--- src/rtl/core/bbso_pkg.sv ---
// Shared widths, codes and the stage enable struct of the box overlap test.
// Used by the datapath modules, the top level and the bench checker; depends on nothing.
package bbso_pkg;

  localparam int unsigned COORD_BITS = 24;
  localparam int unsigned SIZE_BITS  = COORD_BITS - 1;
  // Doubled axis distance: a coordinate difference, doubled.
  localparam int unsigned DIST_BITS  = COORD_BITS + 2;
  localparam int unsigned SQ_BITS    = 2 * COORD_BITS;
  localparam int unsigned ACC_BITS   = SQ_BITS + 2;
  localparam int unsigned NUM_AXES   = 3;

  typedef enum logic [1:0] {
    ACT_BOX     = 2'd0,
    ACT_SPHERE  = 2'd1,
    ACT_UNKNOWN = 2'd2
  } action_e;

  localparam logic [1:0] REG_BOX_SIZE_X = 2'd0;
  localparam logic [1:0] REG_BOX_SIZE_Y = 2'd1;
  localparam logic [1:0] REG_BOX_SIZE_Z = 2'd2;

  // Load enables of the three datapath stages ahead of the output register.
  typedef struct packed {
    logic s1;
    logic s2;
    logic s3;
  } bbso_en_t;

endpackage

--- src/rtl/core/bbso_square.sv ---
// Stage three of the overlap test: squares of the per-axis excess and of the doubled radius.
// Depends on bbso_pkg.
module bbso_square (
  input  logic                                                    clk_i,
  input  bbso_pkg::bbso_en_t                                      en_i,
  input  logic [bbso_pkg::NUM_AXES-1:0][bbso_pkg::COORD_BITS-1:0] dist_i,
  input  logic [bbso_pkg::COORD_BITS-1:0]                         r2_i,
  output logic [bbso_pkg::NUM_AXES-1:0][bbso_pkg::SQ_BITS-1:0]    sq_o,
  output logic [bbso_pkg::SQ_BITS-1:0]                            rr_o
);

  logic [bbso_pkg::NUM_AXES-1:0][bbso_pkg::SQ_BITS-1:0] sq_d, sq_q;
  logic [bbso_pkg::SQ_BITS-1:0]                         rr_d, rr_q;

  always_comb begin
    for (int i = 0; i < int'(bbso_pkg::NUM_AXES); i++) begin
      sq_d[i] = bbso_pkg::SQ_BITS'(dist_i[i]) * bbso_pkg::SQ_BITS'(dist_i[i]);
    end
    rr_d = bbso_pkg::SQ_BITS'(r2_i) * bbso_pkg::SQ_BITS'(r2_i);
  end

  always_ff @(posedge clk_i) begin
    if (en_i.s3) begin
      sq_q <= sq_d;
      rr_q <= rr_d;
    end
  end

  assign sq_o = sq_q;
  assign rr_o = rr_q;

endmodule

--- config.mk ---
export PLATFORM = sky130hd
export DESIGN_NAME = bbso_square
export DESIGN_NICKNAME = d
export VERILOG_FILES = /design/src/rtl/core/bbso_pkg.sv /design/src/rtl/core/bbso_square.sv
export SDC_FILE = /design/constraint.sdc
export NUM_CORES = 2
export LEC_CHECK = 0
export BUFFER_PORTS_ARGS = -buffer_cell sky130_fd_sc_hd__clkbuf_2
export CAP_MARGIN = 20
export CORE_MARGIN = 2
export CORE_UTILIZATION = 50
export DETAILED_ROUTE_END_ITERATION = 12
export GPL_ROUTABILITY_DRIVEN = 0
export PLACE_DENSITY = 0.67
export SYNTH_ARGS = -nofsm -noshare
export SYNTH_HDL_FRONTEND = slang
export SYNTH_SLANG_ARGS = --single-unit
--- constraint.sdc ---
create_clock -name clk_i -period 10.9 [get_ports clk_i]
set_clock_uncertainty 0.2 [all_clocks]
set_input_delay 3.27 -clock clk_i [delete_from_list [all_inputs] [get_ports clk_i]]
set_output_delay 3.27 -clock clk_i [all_outputs]
set_load 0.01 [all_outputs]
=== After elaboration in Yosys (flattened, before gate mapping) ===
Index checks and enable logic that the tools add are counted.

* Bits in registers: 192
* Input bits: 100
* Output and inout bits: 192
* Logic and storage cells: 8

* Multipliers: 4

{| class="wikitable"
|+ Operators by type and width
! operator !! number
|-
| $mul A24 B24 Y48 || 4
|}

=== Depth between registers and ports, before layout ===
* Word-level depth: 1
* Gate-level depth with buffers: 28
* Mapped depth without buffers: 26

=== Least setup slack after synthesis ===
Ideal clock, no wire load.

* Kind: input to register
* From: in r2_i[2] (netlist name)
* To: reg rr_q, in the netlist rr_o[45] (data pin)
* Library setup time: 0.260 ns
* Data arrival time: 9.872 ns
* Required time: 10.440 ns
* Setup slack: 0.567 ns
* Stages on the path: 28
* Buffers on the path: 3
* Cell sequence: clkbuf_1 clkbuf_1 nand2_1 fa_1 inv_1 fa_1 inv_1 fa_1 inv_1 fa_1 inv_1 fa_1 inv_1 fa_1 inv_1 fa_1 inv_1 ha_1 clkbuf_1 a21o_1 a31oi_1 o221ai_1 a21oi_1 or4_1 nand2_1 a311oi_1 or2_2 xnor2_1

* Cells in the longest elaborated chain, start to end: 1

{| class="wikitable"
|+ Ends and longest elaborated chain
! element !! RTL line !! source
|-
| start: declaration || bbso_square.sv:7 || <nowiki>input logic [bbso_pkg::COORD_BITS-1:0] r2_i,</nowiki>
|-
| $mul A24 B24 Y48 || bbso_square.sv:19 || <nowiki>rr_d = bbso_pkg::SQ_BITS'(r2_i) * bbso_pkg::SQ_BITS'(r2_i);</nowiki>
|-
| named net rr_d (one bit) || bbso_square.sv:13 || <nowiki>logic [bbso_pkg::SQ_BITS-1:0] rr_d, rr_q;</nowiki>
|-
| end signal: assignment || bbso_square.sv:25 || <nowiki>rr_q <= rr_d;</nowiki>
|-
| end: declaration || bbso_square.sv:13 ||
|}

The timed path passes the listed nets, and every way through them passes these cells.
A chain may end at the register's enable or synchronous reset.

==> results.py <==
metrics = {
    "synth": {
        "ys.flop_type": "edfxtp_1",
        "synth.distinct_cells": 78,
        "synth_top_area_cell": "fa_1",
        "synthTopCellsByArea": "fa_1, inv_1, ha_1, edfxtp_1, and2_1",
        "async_reset_ff_share_pct": 0,
        "synth-edff-count": 188,
        "syn_area_mm2": 0.0711,
        "synth_seq_area_share_pct": 7.94,
        "syn_avg_cell_area_um2": 9.46,
        "synth_warnings": 0,
        "yosys_register_bits": 188,
        "synth_cells": 7517,
        "yosysTopAreaCellShare_pct": 47.5,
    },
    "routing": {
        "ant_nets": 0,
        "wl_met3_um": 9790,
        "top_layer_used": "met5",
        "wl_met1_um": 69900,
        "wl_per_cell_um": 17.3,
        "dr_total_vias": 49300,
        "dr_wl_met2_um": 83700,
        "drt_iter0_markers": 2450,
        "viasPerCell": 5.06,
        "first_pass_iters": 7,
        "post-route-drc-count": 0,
        "routed_wl_um": 168000,
    },
    "cells_and_area": {
        "drive_gt1_share_pct": 7.64,
        "area_growth_pct": 7.58,
        "nFillCells": 12600,
        "num-nets-final": 10300,
        "multi_input_area_mm2": 0.0555,
        "seqCellArea_mm2": 0.00565,
    },
    "clock_network": {
        "post_cts_buffers": 0,
        "cts-root-buf": "clkbuf_16",
        "cts_tree": "done",
        "clock_sinks": 188,
        "cts.clk_slew.worst_paths_ns": 0.08,
        "cts_made_buffers": 17,
        "cts.repair.resized": 0,
        "cts_max_level": 4,
        "ctsHoldBuffers": 0,
        "cts_buffer_depth": 2,
    },
    "worst_hold_path": {
        "hold_path_class": "in -> reg",
        "whs_path_depth": 2,
    },
    "critical_path": {
        "start_kind": "input port",
        "worstPathArrival_ns": 10.56,
        "path_max_fanout": 12,
        "cp-end-kind": "flop",
        "crit_type": "in -> reg",
        "worstPathRequired_ns": 11.13,
    },
    "global_routing": {
        "antenna_found_initial": 8,
        "grt_overflow": 0,
        "grt_max_degree": 72,
        "grt_pass1_wl_um": 281000,
        "grt_use_total_pct": 24.4,
        "first_global_vias": 55000,
    },
    "timing": {
        "fmax_mhz": 96.8,
        "tightest_slew_ns": 0.876,
        "period_minus_slack_ns": 10.33,
        "slew_violations": 0,
        "hold_viol_final": 0,
        "rsz0062_at_grt": "no",
        "final-setup-viol-count": 0,
        "slew_headroom_pct": 41.6,
        "fin_crit_sh_pct": 94.8,
        "tns_ns": 0,
    },
    "floorplan": {
        "rows": 138,
        "die_h_um": 381,
        "fp.coreArea_mm2": 0.141,
        "top_level_ports": 292,
        "die_w_um": 381,
        "die-area_mm2": 0.145,
        "initial_core_util_pct": 50.3,
    },
    "outcome": {
        "status": "complete, no violations",
    },
    "job": {
        "maxCapViolations": 0,
    },
    "placed_design": {
        "io_buffers": 285,
        "dpl.hpwl_um": 145000,
    },
}
[cell type report]
| class | count | area share, % |
|---|---|---|
| diodes | 1 | 0.00327 |
| clock buffers | 17 | 0.556 |
| clock inverters | 15 | 0.203 |
| inverters | 2414 | 11.8 |
| multi-input cells | 4678 | 72.5 |
| flip-flops and latches | 188 | 7.38 |
| well taps | 1890 | 3.09 |
| repair buffers | 530 | 4.38 |
[worst paths after layout]
kind | startpoint | endpoint | slack, ns
max | dist_i[39] | sq_o[88] | 0.57
min | dist_i[24] | sq_o[48] | 2.91
[kinds of logic (layout without fill, tap and decap cells)]
family                     count (synthesis)  after routing  share of synthesized area (%)
and+or+nand+nor                         1511           1511                           10.3
AOI/OAI and AO/OA                        558            558                           5.16
other                                      1              5                        0.00527
buffers and inverters                   2654           2976                           14.0
DFF                                      188            188                           7.94
muxes                                     12             12                          0.178
xor gates and xnor gates                 202            202                           2.49
adders and majority gates               2391           2391                           59.9
[cells in the final DEF (no fill, tap or decap), types with 6 or more instances in the layout]
cell / n
buf_12: 6
nand3_1: 31
nand4_1: 24
nor3_1: 15
a21o_1: 98
inv_1: 2414
ha_1: 702
o211ai_1: 7
or2_2: 11
buf_4: 239
xor2_1: 69
o21a_1: 14
xnor2_1: 133
o21ai_0: 73
a41oi_1: 7
clkbuf_2: 284
clkbuf_16: 17
nor2b_1: 31
nand2_1: 722
nor2_1: 129
or3_1: 12
o21bai_1: 34
a31oi_1: 27
and2_1: 465
o31ai_1: 6
a211oi_1: 14
nand2b_1: 11
a21oi_1: 202
mux2i_1: 7
edfxtp_1: 188
and3_1: 26
and4_1: 10
fa_1: 1689
[metrics by stage]
step | util [%] | cell area (um2) | hold WS, ns | std cells | worst slack, ns
finish | 54.1 | 76500 | 2.91 | 9733 | 0.569
global route | 54.1 | 76500 | 2.88 | 9732 | 0.345
CTS | 54.1 | 76500 | 2.86 | 9732 | 0.686
detailed placement | 53.7 | 75900 | 3.46 | 9700 | 0.0955
global placement | 53.7 | 75900 | 3.47 | 9700 | 0.102
floorplan | - | 71100 | 3.17 | 7520 | 0.567
[registers in the layout (all words and copies together) (netlist names)]
signal and flops:
sq_o 141, rr_o 47
[cell usage after synthesis (10+ instances only)]
cell and number:
or2_2 11, clkbuf_1 233, or3_1 12, a31oi_1 27, and2_1 465, o21ai_0 73
and3_1 26, a21o_1 98, nor2b_1 31, a21oi_1 202, inv_1 2414, o21bai_1 34
edfxtp_1 188, o21a_1 14, nand4_1 24, nor3_1 15, nand2_1 722, nor2_1 129
fa_1 1689, ha_1 702, and4_1 10, xnor2_1 133, xor2_1 69, a211oi_1 14
nand3_1 31, nand2b_1 11
[per-layer routing]
| layer | GRT usage [%] | vias to the layer above |
|---|---|---|
| li1 | - | 22500 |
| met4 | 6.19 | 4 |
| met1 | 32.1 | 25100 |
| met2 | 42.3 | 1397 |
| met3 | 3.47 | 274 |
| met5 | 0 | - |
[critical path, stage by stage]
cell and delay (ns):
clkbuf_2 0.20, buf_4 0.25, buf_4 0.25, nand2_1 0.14, fa_1 0.48, fa_1 0.54
inv_1 0.05, fa_1 0.52, fa_1 0.57, fa_1 0.43, fa_1 0.49, inv_1 0.05
fa_1 0.47, inv_1 0.04, ha_1 0.27, and2_1 0.18, nand4_1 0.19, or2_2 0.40
a21oi_1 0.47, o2111a_1 0.37, o211ai_1 0.13, buf_4 0.17, and4_1 0.18, a311oi_1 0.26
buf_4 0.15
Power is left out: the tool's default activity adds up to more than one toggle a clock period on the data nets, which glitch-free logic cannot reach.
