**src/rtl/core/bbso_pkg.sv**
```systemverilog
// Shared widths, codes and the stage enable struct of the box overlap test.
// Used by the datapath modules, the top level and the bench checker; depends on nothing.
package bbso_pkg;

  localparam int unsigned COORD_BITS = 24;
  localparam int unsigned SIZE_BITS  = COORD_BITS - 1;
  // Doubled axis distance: a coordinate difference, doubled.
  localparam int unsigned DIST_BITS  = COORD_BITS + 2;
  localparam int unsigned SQ_BITS    = 2 * COORD_BITS;
  localparam int unsigned ACC_BITS   = SQ_BITS + 2;
  localparam int unsigned NUM_AXES   = 3;

  typedef enum logic [1:0] {
    ACT_BOX     = 2'd0,
    ACT_SPHERE  = 2'd1,
    ACT_UNKNOWN = 2'd2
  } action_e;

  localparam logic [1:0] REG_BOX_SIZE_X = 2'd0;
  localparam logic [1:0] REG_BOX_SIZE_Y = 2'd1;
  localparam logic [1:0] REG_BOX_SIZE_Z = 2'd2;

  // Load enables of the three datapath stages ahead of the output register.
  typedef struct packed {
    logic s1;
    logic s2;
    logic s3;
  } bbso_en_t;

endpackage

```
**src/rtl/core/bbso_axis.sv**
```systemverilog
// One axis of the overlap test: stages one and two (distance, box compare, sphere excess).
// Depends on bbso_pkg.
module bbso_axis (
  input  logic                                  clk_i,
  input  bbso_pkg::bbso_en_t                    en_i,
  input  logic signed [bbso_pkg::COORD_BITS-1:0] box_center_i,
  input  logic signed [bbso_pkg::COORD_BITS-1:0] other_center_i,
  input  logic [bbso_pkg::SIZE_BITS-1:0]         box_size_i,
  input  logic [bbso_pkg::SIZE_BITS-1:0]         other_size_i,
  input  logic [bbso_pkg::COORD_BITS-1:0]        r2_s1_i,
  output logic                                   box_ok_o,
  output logic                                   far_o,
  output logic [bbso_pkg::COORD_BITS-1:0]        dist_o
);

  logic signed [bbso_pkg::COORD_BITS:0] diff;
  logic [bbso_pkg::COORD_BITS:0]        mag;
  logic [bbso_pkg::DIST_BITS-1:0]       abs2_d, abs2_q;
  logic [bbso_pkg::COORD_BITS-1:0]      lim_d, lim_q;
  logic [bbso_pkg::SIZE_BITS-1:0]       bs_q;
  logic [bbso_pkg::DIST_BITS-1:0]       bs_ext;
  logic [bbso_pkg::DIST_BITS-1:0]       excess;
  logic                                 box_ok_d, box_ok_q;
  logic                                 far_d, far_q;
  logic [bbso_pkg::COORD_BITS-1:0]      dist_d, dist_q;

  // Stage one: doubled absolute center distance and the summed extents.
  always_comb begin
    diff   = $signed({other_center_i[bbso_pkg::COORD_BITS-1], other_center_i})
           - $signed({box_center_i[bbso_pkg::COORD_BITS-1], box_center_i});
    mag    = diff[bbso_pkg::COORD_BITS] ? (~diff + 1'b1) : diff;
    abs2_d = {mag, 1'b0};
    lim_d  = {1'b0, box_size_i} + {1'b0, other_size_i};
  end

  always_ff @(posedge clk_i) begin
    if (en_i.s1) begin
      abs2_q <= abs2_d;
      lim_q  <= lim_d;
      bs_q   <= box_size_i;
    end
  end

  // Stage two: box compare, far flag, and the doubled distance 2|t| - size outside the box span when positive.
  always_comb begin
    bs_ext   = {3'b000, bs_q};
    excess   = abs2_q - bs_ext;
    box_ok_d = abs2_q <= {2'b00, lim_q};
    far_d    = (abs2_q > bs_ext) && (excess >= {2'b00, r2_s1_i});
    dist_d   = (abs2_q > bs_ext) ? excess[bbso_pkg::COORD_BITS-1:0] : '0;
  end

  always_ff @(posedge clk_i) begin
    if (en_i.s2) begin
      box_ok_q <= box_ok_d;
      far_q    <= far_d;
      dist_q   <= dist_d;
    end
  end

  assign box_ok_o = box_ok_q;
  assign far_o    = far_q;
  assign dist_o   = dist_q;

endmodule

```
**config.mk**
```make
export PLATFORM = sky130hd
export DESIGN_NAME = bbso_axis
export DESIGN_NICKNAME = d
export VERILOG_FILES = /design/src/rtl/core/bbso_pkg.sv /design/src/rtl/core/bbso_axis.sv
export SDC_FILE = /design/constraint.sdc
export NUM_CORES = 1
export LEC_CHECK = 0
export ABC_CLOCK_PERIOD_IN_PS = 8100
export BUFFER_PORTS_ARGS = -buffer_cell sky130_fd_sc_hd__buf_2
export CAP_MARGIN = 20
export CORE_UTILIZATION = 40
export DETAILED_ROUTE_END_ITERATION = 8
export PLACE_DENSITY = 0.57
export SYNTH_ARGS = -nofsm -noshare
export SYNTH_HDL_FRONTEND = slang
export SYNTH_SLANG_ARGS = --single-unit
```
**constraint.sdc**
```tcl
create_clock -name clk_i -period 8.1 [get_ports clk_i]
set_input_delay 0.81 -clock clk_i [delete_from_list [all_inputs] [get_ports clk_i]]
set_output_delay 0.81 -clock clk_i [all_outputs]
set_load 0.05 [all_outputs]
```
# Yosys cells after proc, flatten, opt, wreduce, memory -nomap -nowiden
# Cells that the tools add are included.
dict set report word_totals {
  register_bits 98
  in_bits 122
  out_inout_bits 26
}
dict set report op_classes {
  n_addsub 4
  magnitude_cmp 3
  n_mux 1
  bitwise 1
  n_reduce_logical 1
}
# cell count
set op_table {}
lappend op_table {{>= comparator 26 x 24 -> 1 bit} 1}
lappend op_table {{> comparator 26 x 23 -> 1 bit} 1}
lappend op_table {{less-or-equal comparator 26 x 24 -> 1 bit} 1}
lappend op_table {{subtractor 26 x 23 -> 26 bit} 1}
lappend op_table {{adder 25 x 1 -> 25 bit (second input constant)} 1}
lappend op_table {{inverter 25 bit} 1}
lappend op_table {{subtractor 24 x 24 -> 25 bit} 1}
lappend op_table {{adder 23 x 23 -> 24 bit} 1}
lappend op_table {{2-to-1 mux 24 bit} 1}
lappend op_table {{logical AND 1 bit} 1}

# Longest topological paths before layout
# Gate-level depths: netlist (run 1).
dict set report depth {
  depth_word 4
  mapped_depth 25
  ltp_nobuf 25
}

# Worst setup path after synthesis (run 1)
# No wires, ideal clock.
dict set report synth_timing {
  kind {input-to-reg}
  startpoint {in other_center_i[0] in the netlist's numbering}
  endpoint {reg abs2_q[24] in the netlist's numbering (data pin)}
  setup_time_ns 0.264
  arrival_ns 4.210
  path_slack_ns 3.626
  path_stages 15
  path_buffers 0
  cell_sequence {inv_1 -> ha_1 -> inv_1 -> fa_1 -> a211oi_1 -> or4_1 -> nand3_1 -> a21oi_2 -> o2111ai_2 -> or4_4 -> or4_4 -> or3_4 -> nor2_4 -> a31oi_1 -> xor2_1}
}
dict set report synth_between {
  elab_chain_cells 4
}
# item line_no
set synth_rtl {}
lappend synth_rtl {{start, declared} bbso_axis.sv:7} ;# input logic signed [bbso_pkg::COORD_BITS-1:0] other_center_i,
lappend synth_rtl {{subtractor 24 x 24 -> 25 bit *} bbso_axis.sv:30} ;# - $signed({box_center_i[bbso_pkg::COORD_BITS-1], box_center_i});
lappend synth_rtl {{inverter 25 bit} bbso_axis.sv:31} ;# mag = diff[bbso_pkg::COORD_BITS] ? (~diff + 1'b1) : diff;
lappend synth_rtl {{adder 25 x 1 -> 25 bit} bbso_axis.sv:31}
lappend synth_rtl {{2-to-1 mux 24 bit *} bbso_axis.sv:31}
lappend synth_rtl {{named net mag, one bit} bbso_axis.sv:17} ;# logic [bbso_pkg::COORD_BITS:0] mag;
lappend synth_rtl {{end signal, assigned} bbso_axis.sv:38} ;# abs2_q <= abs2_d;
lappend synth_rtl {{end, declared} bbso_axis.sv:18} ;# logic [bbso_pkg::DIST_BITS-1:0] abs2_d, abs2_q;
# Mark *: on every way through the listed nets, which the timed path passes. The rest lies on a longest branch.
# A chain may end at the register's enable or synchronous reset.

# Worst setup path in the final report (run 1)
dict set report layout_timing {
  startpoint {reg abs2_q[1] in the netlist's numbering}
  endpoint {reg far_q (netlist: far_o) (data pin)}
}
dict set report layout_between {
  elab_chain_cells 3
  word_cells_on_any_way 4
  classes_between {add/sub (1); order compare (2); reduce/logical (1)}
}
# item line_no
set layout_rtl {}
lappend layout_rtl {{subtractor 26 x 23 -> 26 bit} bbso_axis.sv:47} ;# excess = abs2_q - bs_ext;
lappend layout_rtl {{named net excess, one bit} bbso_axis.sv:22} ;# logic [bbso_pkg::DIST_BITS-1:0] excess;
lappend layout_rtl {{>= comparator 26 x 24 -> 1 bit} bbso_axis.sv:49} ;# far_d = (abs2_q > bs_ext) && (excess >= {2'b00, r2_s1_i});
lappend layout_rtl {{logical AND 1 bit} bbso_axis.sv:49}
lappend layout_rtl {{named net far_d} bbso_axis.sv:24} ;# logic far_d, far_q;
lappend layout_rtl {{end signal, assigned} bbso_axis.sv:56} ;# far_q <= far_d;
lappend layout_rtl {{end, declared} bbso_axis.sv:24}
# The timed path passes the listed nets, and every way through them passes these cells.

==> results.yml, run 1 <==
worst_setup_path:
  end_kind: "flop"
  critPathMaxFanout: 4
  critPathLaunchType: "flop"
  reg2reg_slack_ns: 2.87
  worstRegToRegCells: 25
  critPathArrivalTime_ns: 5.28
  crit_type: "flop to flop"
  required_ns: 8.14
clocking:
  h-tree-depth: 3
  cts_buffer_depth: 2
  cts_buffers: 9
  cts_tree: "yes"
  ctsResizeCount: 0
  ctsHoldBuffers: 0
  cts_root_buffer: "clkbuf_16"
  path_clk_slew_ns: 0.07
  clock_sinks: 98
  clkLatencyLatePin_ns: 0.35
  postCtsSetupBuffers: 0
yosys:
  synthArstFlopShare: 0
  synth_area_um2: 8400
  avgSynthCellArea_um2: 9.38
  yosysTopAreaCell: "edfxtp_1"
  ys_ff_latch: 98
  synthCells: 895
  netlist_top_cells_count: "136 x inv_1, 118 x ha_1, 98 x edfxtp_1"
  yosysMostFrequentCell: "inv_1"
  syn-num-nets: 1138
  synth_edf_count: 98
  synth_top_flop_cell: "edfxtp_1"
  yosys.cell_types.count: 66
  synth_area_leaders: "edfxtp_1 35%, ha_1 18%, inv_1 6.1%"
  yosysWarnings: 0
  ys_seq_area_frac: 0.350
  yosysTopAreaCellShare: 0.350
global_route:
  grt_antenna_before_repair: 0
  grt_usage: 0.167
  grt_first_pass_wirelength_um: 28700
  grt_pass1_vias: 6117
  grt_max_degree: 73
  grt_overflow: 0
pwr:
  vdd_ir_drop_max_v: 0.000108
  powerDensity_nw_per_um2: 237
  p_leak_nw: 4.58
drt:
  dr_total_vias: 6493
  ant_nets: 0
  wl_per_cell_um: 13.3
  vias_per_cell: 4.93
  first_iter_violations: 202
  wl_um: 17500
  firstDrtPassIters: 4
  drc_errors: 0
sta:
  fin_crit_sh: 0.646
  fin_setup_tns_ns: 0
  min_period_ns: 5.23
  fmax_mhz: 191
  clock_skew_ns: 0.00916
  hold_viol: 0
  max-slew-margin-rel: 0.353
  slew_violations: 0
  tightestPinTransition_ns: 0.970
  setup_violations: 0
  rsz0062_at_grt: "no"
floorplan:
  die_x_um: 147
  row_count: 52
  start_util: 0.411
  core_area_um2: 20400
  boundaryPins: 148
  die_y_um: 147
  dieArea_um2: 21600
run:
  cap_violations: 0
final_layout:
  post-route-util: 0.476
  drive_gt1_frac: 0.174
  num-nets-final: 1285
  fillCellCount: 1973
  area_delta_synth_final_pct: 15.9
status:
  status: "finished clean"
placement:
  dp_hpwl_um: 14500
  io_buffer_count: 146
  gp_congestion: 0.824
hold_path:
  holdPathStages: 1
  hold_path.class: "input pin to flop"
-- layout by cell type, fill, tap and decap left out, types with 3 or more instances in the layout --
cell type and n:
buf_2 146, inv_1 136, ha_1 118, edfxtp_1 98, nor2_1 71, xnor2_1 58, a21oi_1 55, o21ai_0 43
nand2_1 38, a21o_1 35, xor2_1 24, nor3_1 19, nor2b_1 16, nand3_1 15, o21a_1 14, nand4_1 13
nand2b_1 10, o31ai_1 9, clkbuf_16 9, and2_1 8, a221oi_1 6, o21bai_1 6, or3_1 5, a21boi_0 4
or2_2 4, and3_1 4, a211oi_1 4, nor4_1 4, a41oi_1 4, a31oi_1 4, nor3b_1 4, a31o_2 4
o221ai_1 3, o211ai_1 3, a2111oi_0 3, mux2i_1 3, or4_1 3, o41ai_1 3, fa_1 3
-- flip-flops by register name, indices dropped and copies added, names as in the netlist --
register	count
bs_q	23
far_o	1
lim_q	24
abs2_q	25
box_ok_o	1
dist_o	24
-- metal layers --
layer	vias to the layer above	GRT usage	share of wire
met3	13	0.0208	0.039
li1	3489	-	-
met4	0	0.0490	0.015
met5	-	0	0
met2	148	0.278	0.45
met1	2843	0.226	0.50
-- where the power goes --
part | switching (mW) | total, mW | internal [mW] | leakage (nW)
logic | 0.662 | 1.10 | 0.436 | 3.46
registers | 0.0481 | 0.754 | 0.705 | 0.961
clock network | 0.187 | 0.459 | 0.272 | 0.157
-- logic make-up after synthesis --
| group | Yosys count | share of synthesized area |
|---|---|---|
| buffers and inverters | 148 | 0.0684 |
| adders and majority gates | 121 | 0.183 |
| and+or+nand+nor | 223 | 0.133 |
| xor gates and xnor gates | 82 | 0.0855 |
| muxes | 3 | 0.00358 |
| DFF | 98 | 0.350 |
| AOI/OAI and AO/OA | 220 | 0.176 |
-- worst max-delay path, cell delays in order, from the launching register on --
cell and delay [ns]:
edfxtp_1 0.39, inv_1 0.08, fa_1 0.44, nor2b_1 0.18, o21ai_0 0.12, a21boi_0 0.34, o21ai_0 0.17, a21oi_1 0.40
nand3_1 0.11, and2_1 0.21, o21bai_1 0.13, a21oi_1 0.09, xor2_1 0.18, inv_1 0.06, ha_1 0.27, nand4_1 0.15
nor2_1 0.07, a41o_1 0.23, a21oi_1 0.14, nor2_1 0.06, a2111oi_0 0.40, o21ai_0 0.18, a21oi_1 0.18, a21oi_1 0.08
o21ai_0 0.15, a41oi_1 0.13
-- cell type report --
class,instances,area [um^2],share of cell area
Antenna cell,1,2.50,0.000257
Tap cell,270,338,0.0347
Timing Repair Buffer,147,738,0.0758
Inverter,137,514,0.0528
Sequential cell,98,2940,0.302
Multi-Input combinational cell,649,4880,0.502
Clock buffer,10,229,0.0235
Clock inverter,6,87.6,0.00900
-- stage by stage --
stage               setup WS [ns]  area, um^2  cells  power, mW  hold WS, ns
finish                       2.87        9730   1318       2.31        0.657
floorplan                    3.63        8400    895       1.61        0.612
CTS                          2.70        9730   1317       2.33        0.645
global placement             2.77        9420   1301       1.86        0.665
global route                 2.29        9730   1317       2.49        0.650
detailed placement           2.73        9420   1301       1.87        0.663
-- final timing paths --
| kind | from | end |
|---|---|---|
| max | abs2_q[1] | far_o |
| min | box_size_i[0] | bs_q[0] |
| max reg2reg | abs2_q[1] | far_o |
| min reg2reg | bs_q[0] | dist_o[0] |
No activity file was read; power rests on OpenSTA's default activity.
==> inputs of run 2 (changes only) <==
--- a/config.mk
+++ b/config.mk
@@ -5,7 +5,8 @@
 export SDC_FILE = /design/constraint.sdc
 export NUM_CORES = 1
 export LEC_CHECK = 0
-export ABC_CLOCK_PERIOD_IN_PS = 8100
+export ABC_AREA = 1
+export ABC_CLOCK_PERIOD_IN_PS = 5100
 export BUFFER_PORTS_ARGS = -buffer_cell sky130_fd_sc_hd__buf_2
 export CAP_MARGIN = 20
 export CORE_UTILIZATION = 40
==> constraint.sdc (replaced) <==
create_clock -name clk_i -period 5.1 [get_ports clk_i]
set_input_delay 0.51 -clock clk_i [delete_from_list [all_inputs] [get_ports clk_i]]
set_output_delay 0.51 -clock clk_i [all_outputs]
set_load 0.05 [all_outputs]
==> results.yml, run 2 <==
pwr:
  powerDensity_nw_per_um2: 352
  vdd_ir_drop_max_v: 0.000178
  total_power_mw: 3.72
  p_leak_nw: 5.56
clocking:
  ctsHoldBuffers: 0
  ctsResizeCount: 0
  postCtsSetupBuffers: 0
  cts_buffers: 9
  cts_root_buffer: "clkbuf_16"
  cts_tree: "yes"
  h-tree-depth: 3
  path_clk_slew_ns: 0.07
  cts_buffer_depth: 2
  clock_sinks: 98
  clkLatencyLatePin_ns: 0.35
worst_setup_path:
  cp_common_cell: "nand2_1"
  cp_cell_sequence: "inv_1 -> fa_1 -> o21ai_2 -> a21oi_2 -> o21ai_4 -> a21oi_1 -> o21ai_0 -> xor2_1 -> inv_1 -> ha_1 -> nand2_1 -> o21ai_0 -> a41oi_1 -> nand2_1 -> nand2_1 -> nand2_1 -> nand2_1 -> a21oi_1"
  reg2reg_slack_ns: 1.55
  critPathMaxFanout: 4
  crit_type: "flop to flop"
  critPathArrivalTime_ns: 3.63
  cp_slowest_cell: "fa_1"
  crit_path_max_incr_delay_ns: 0.48
  cp_top_family: "compound AO/OA/AOI/OAI gates"
  critPathLaunchType: "flop"
  end_kind: "flop"
  required_ns: 5.18
  path_buf_inv: 2
floorplan:
  start_util: 0.407
  core_area_um2: 22600
  row_count: 55
  dieArea_um2: 23700
  die_x_um: 154
  boundaryPins: 148
  die_y_um: 154
yosys:
  netlist_top_cells_count: "264 x nand2_1, 240 x inv_1, 118 x ha_1"
  ys_ff_latch: 98
  avgSynthCellArea_um2: 7.68
  synthArstFlopShare: 0
  ys_seq_area_frac: 0.319
  yosysWarnings: 0
  synth_area_um2: 9220
  yosysTopAreaCellShare: 0.319
  synth_top_flop_cell: "edfxtp_1"
  yosys.cell_types.count: 51
  yosysTopAreaCell: "edfxtp_1"
  synth_edf_count: 98
  syn-num-nets: 1444
  yosysMostFrequentCell: "nand2_1"
  synthCells: 1201
  synth_area_leaders: "edfxtp_1 32%, ha_1 16%, nand2_1 11%"
sta:
  min_period_ns: 3.55
  hold_viol: 0
  slew_violations: 0
  setup_violations: 0
  max-slew-margin-rel: 0.415
  rsz0062_at_grt: "no"
  fmax_mhz: 281
  fin_setup_tns_ns: 0
  tightestPinTransition_ns: 0.878
  fin_crit_sh: 0.697
  clock_skew_ns: 0.00875
placement:
  gp_congestion: 0.864
  dpl-instance-area_um2: 10300
  io_buffer_count: 146
  dp_hpwl_um: 17400
drt:
  wl_met1_um: 9340
  firstDrtPassIters: 5
  drc_errors: 0
  wl_per_cell_um: 12.3
  route.met3.wl_um: 666
  first_iter_violations: 203
  wl_um: 20300
  wl_met2_um: 9770
  ant_nets: 0
  dr_total_vias: 7767
  vias_per_cell: 4.72
  top_layer_used: "met4"
hold_path:
  hold_path.class: "input pin to flop"
final_layout:
  mostFrequentLayoutCells: "264 x nand2_1, 240 x inv_1, 146 x buf_2"
  largest_register: "abs2_q"
  largest_reg_flops: 25
  layout_commonest_cell: "nand2_1"
  multi_input_area_um2: 5310
  final_area_um2: 10600
  seq_area_um2: 2940
  drive_gt1_frac: 0.165
  area_delta_synth_final_pct: 14.7
  num-nets-final: 1597
  fillCellCount: 2336
global_route:
  grt_max_degree: 73
  grt_pass1_vias: 7462
  grt_antenna_before_repair: 2
  grt_usage: 0.179
  grt_first_pass_wirelength_um: 34000
  grt_overflow: 0
status:
  status: "finished clean"
run:
  cap_violations: 0
## run 2: cell types whose count changed after synthesis, sizes merged, moves of 9 or more
cell	before	now
a21o	35	8
o21a	14	4
nand2b	10	0
nor2	72	111
xnor2	58	20
inv	137	243
xor2	24	41
nand3	15	56
a21oi	57	85
o31ai	9	0
nor2b	16	0
nand2	38	290
## run 2: metal layers
metal	global-route usage	vias to the layer above
met1	0.220	3353
li1	-	4223
met3	0.0180	31
met4	0.0667	0
met2	0.322	160
met5	0	-
## run 2: kinds of logic after synthesis
| kind of cell | after synthesis | synth area share |
|---|---|---|
| compound gates | 173 | 0.114 |
| buf+inv | 249 | 0.105 |
| xor+xnor | 61 | 0.0579 |
| flops | 98 | 0.319 |
| fa+ha+maj | 121 | 0.167 |
| simple gates | 499 | 0.238 |
## run 2: cell type report
class	count	share of cell area
flip-flops and latches	98	0.278
diodes	2	0.000473
multi-input cells	854	0.503
clock inverters	7	0.00722
inverters	244	0.0866
repair buffers	147	0.0698
well taps	285	0.0337
clock buffers	9	0.0213
## run 2: through the flow
step / util / setup WS [ns] / std cells / hold slack [ns]
floorplan: - / 2.06 / 1201 / 0.609
global placement: 0.453 / 1.56 / 1628 / 0.716
detailed placement: 0.453 / 1.52 / 1628 / 0.714
CTS: 0.467 / 1.51 / 1644 / 0.349
global route: 0.467 / 1.24 / 1644 / 0.358
finish: 0.467 / 1.55 / 1646 / 0.356
## run 2: worst register-to-register path, cell delays in order, from the launching register on
cell and delay (ns):
edfxtp_1 0.41, inv_1 0.08, fa_1 0.48, o21ai_2 0.20, a21oi_2 0.12, o21ai_4 0.20
a21oi_1 0.15, o21ai_0 0.45, xor2_1 0.23, inv_1 0.07, ha_1 0.27, nand2_1 0.08
o21ai_0 0.09, a41oi_1 0.16, nand2_1 0.10, nand2_1 0.07, nand2_1 0.04, nand2_1 0.05
a21oi_1 0.05
## run 2: final timing paths
check                  from         to  cells past startpoint
min reg2reg         bs_q[0]  dist_o[0]                      2
max reg2reg       abs2_q[1]      far_o                     18
min          box_size_i[19]   bs_q[19]                      1
max               abs2_q[1]      far_o                     18
## run 2: report_power, final
group,internal (mW),switching (mW)
sequential,1.11,0.0710
clock,0.386,0.310
combinational,0.644,1.20
total,2.14,1.58
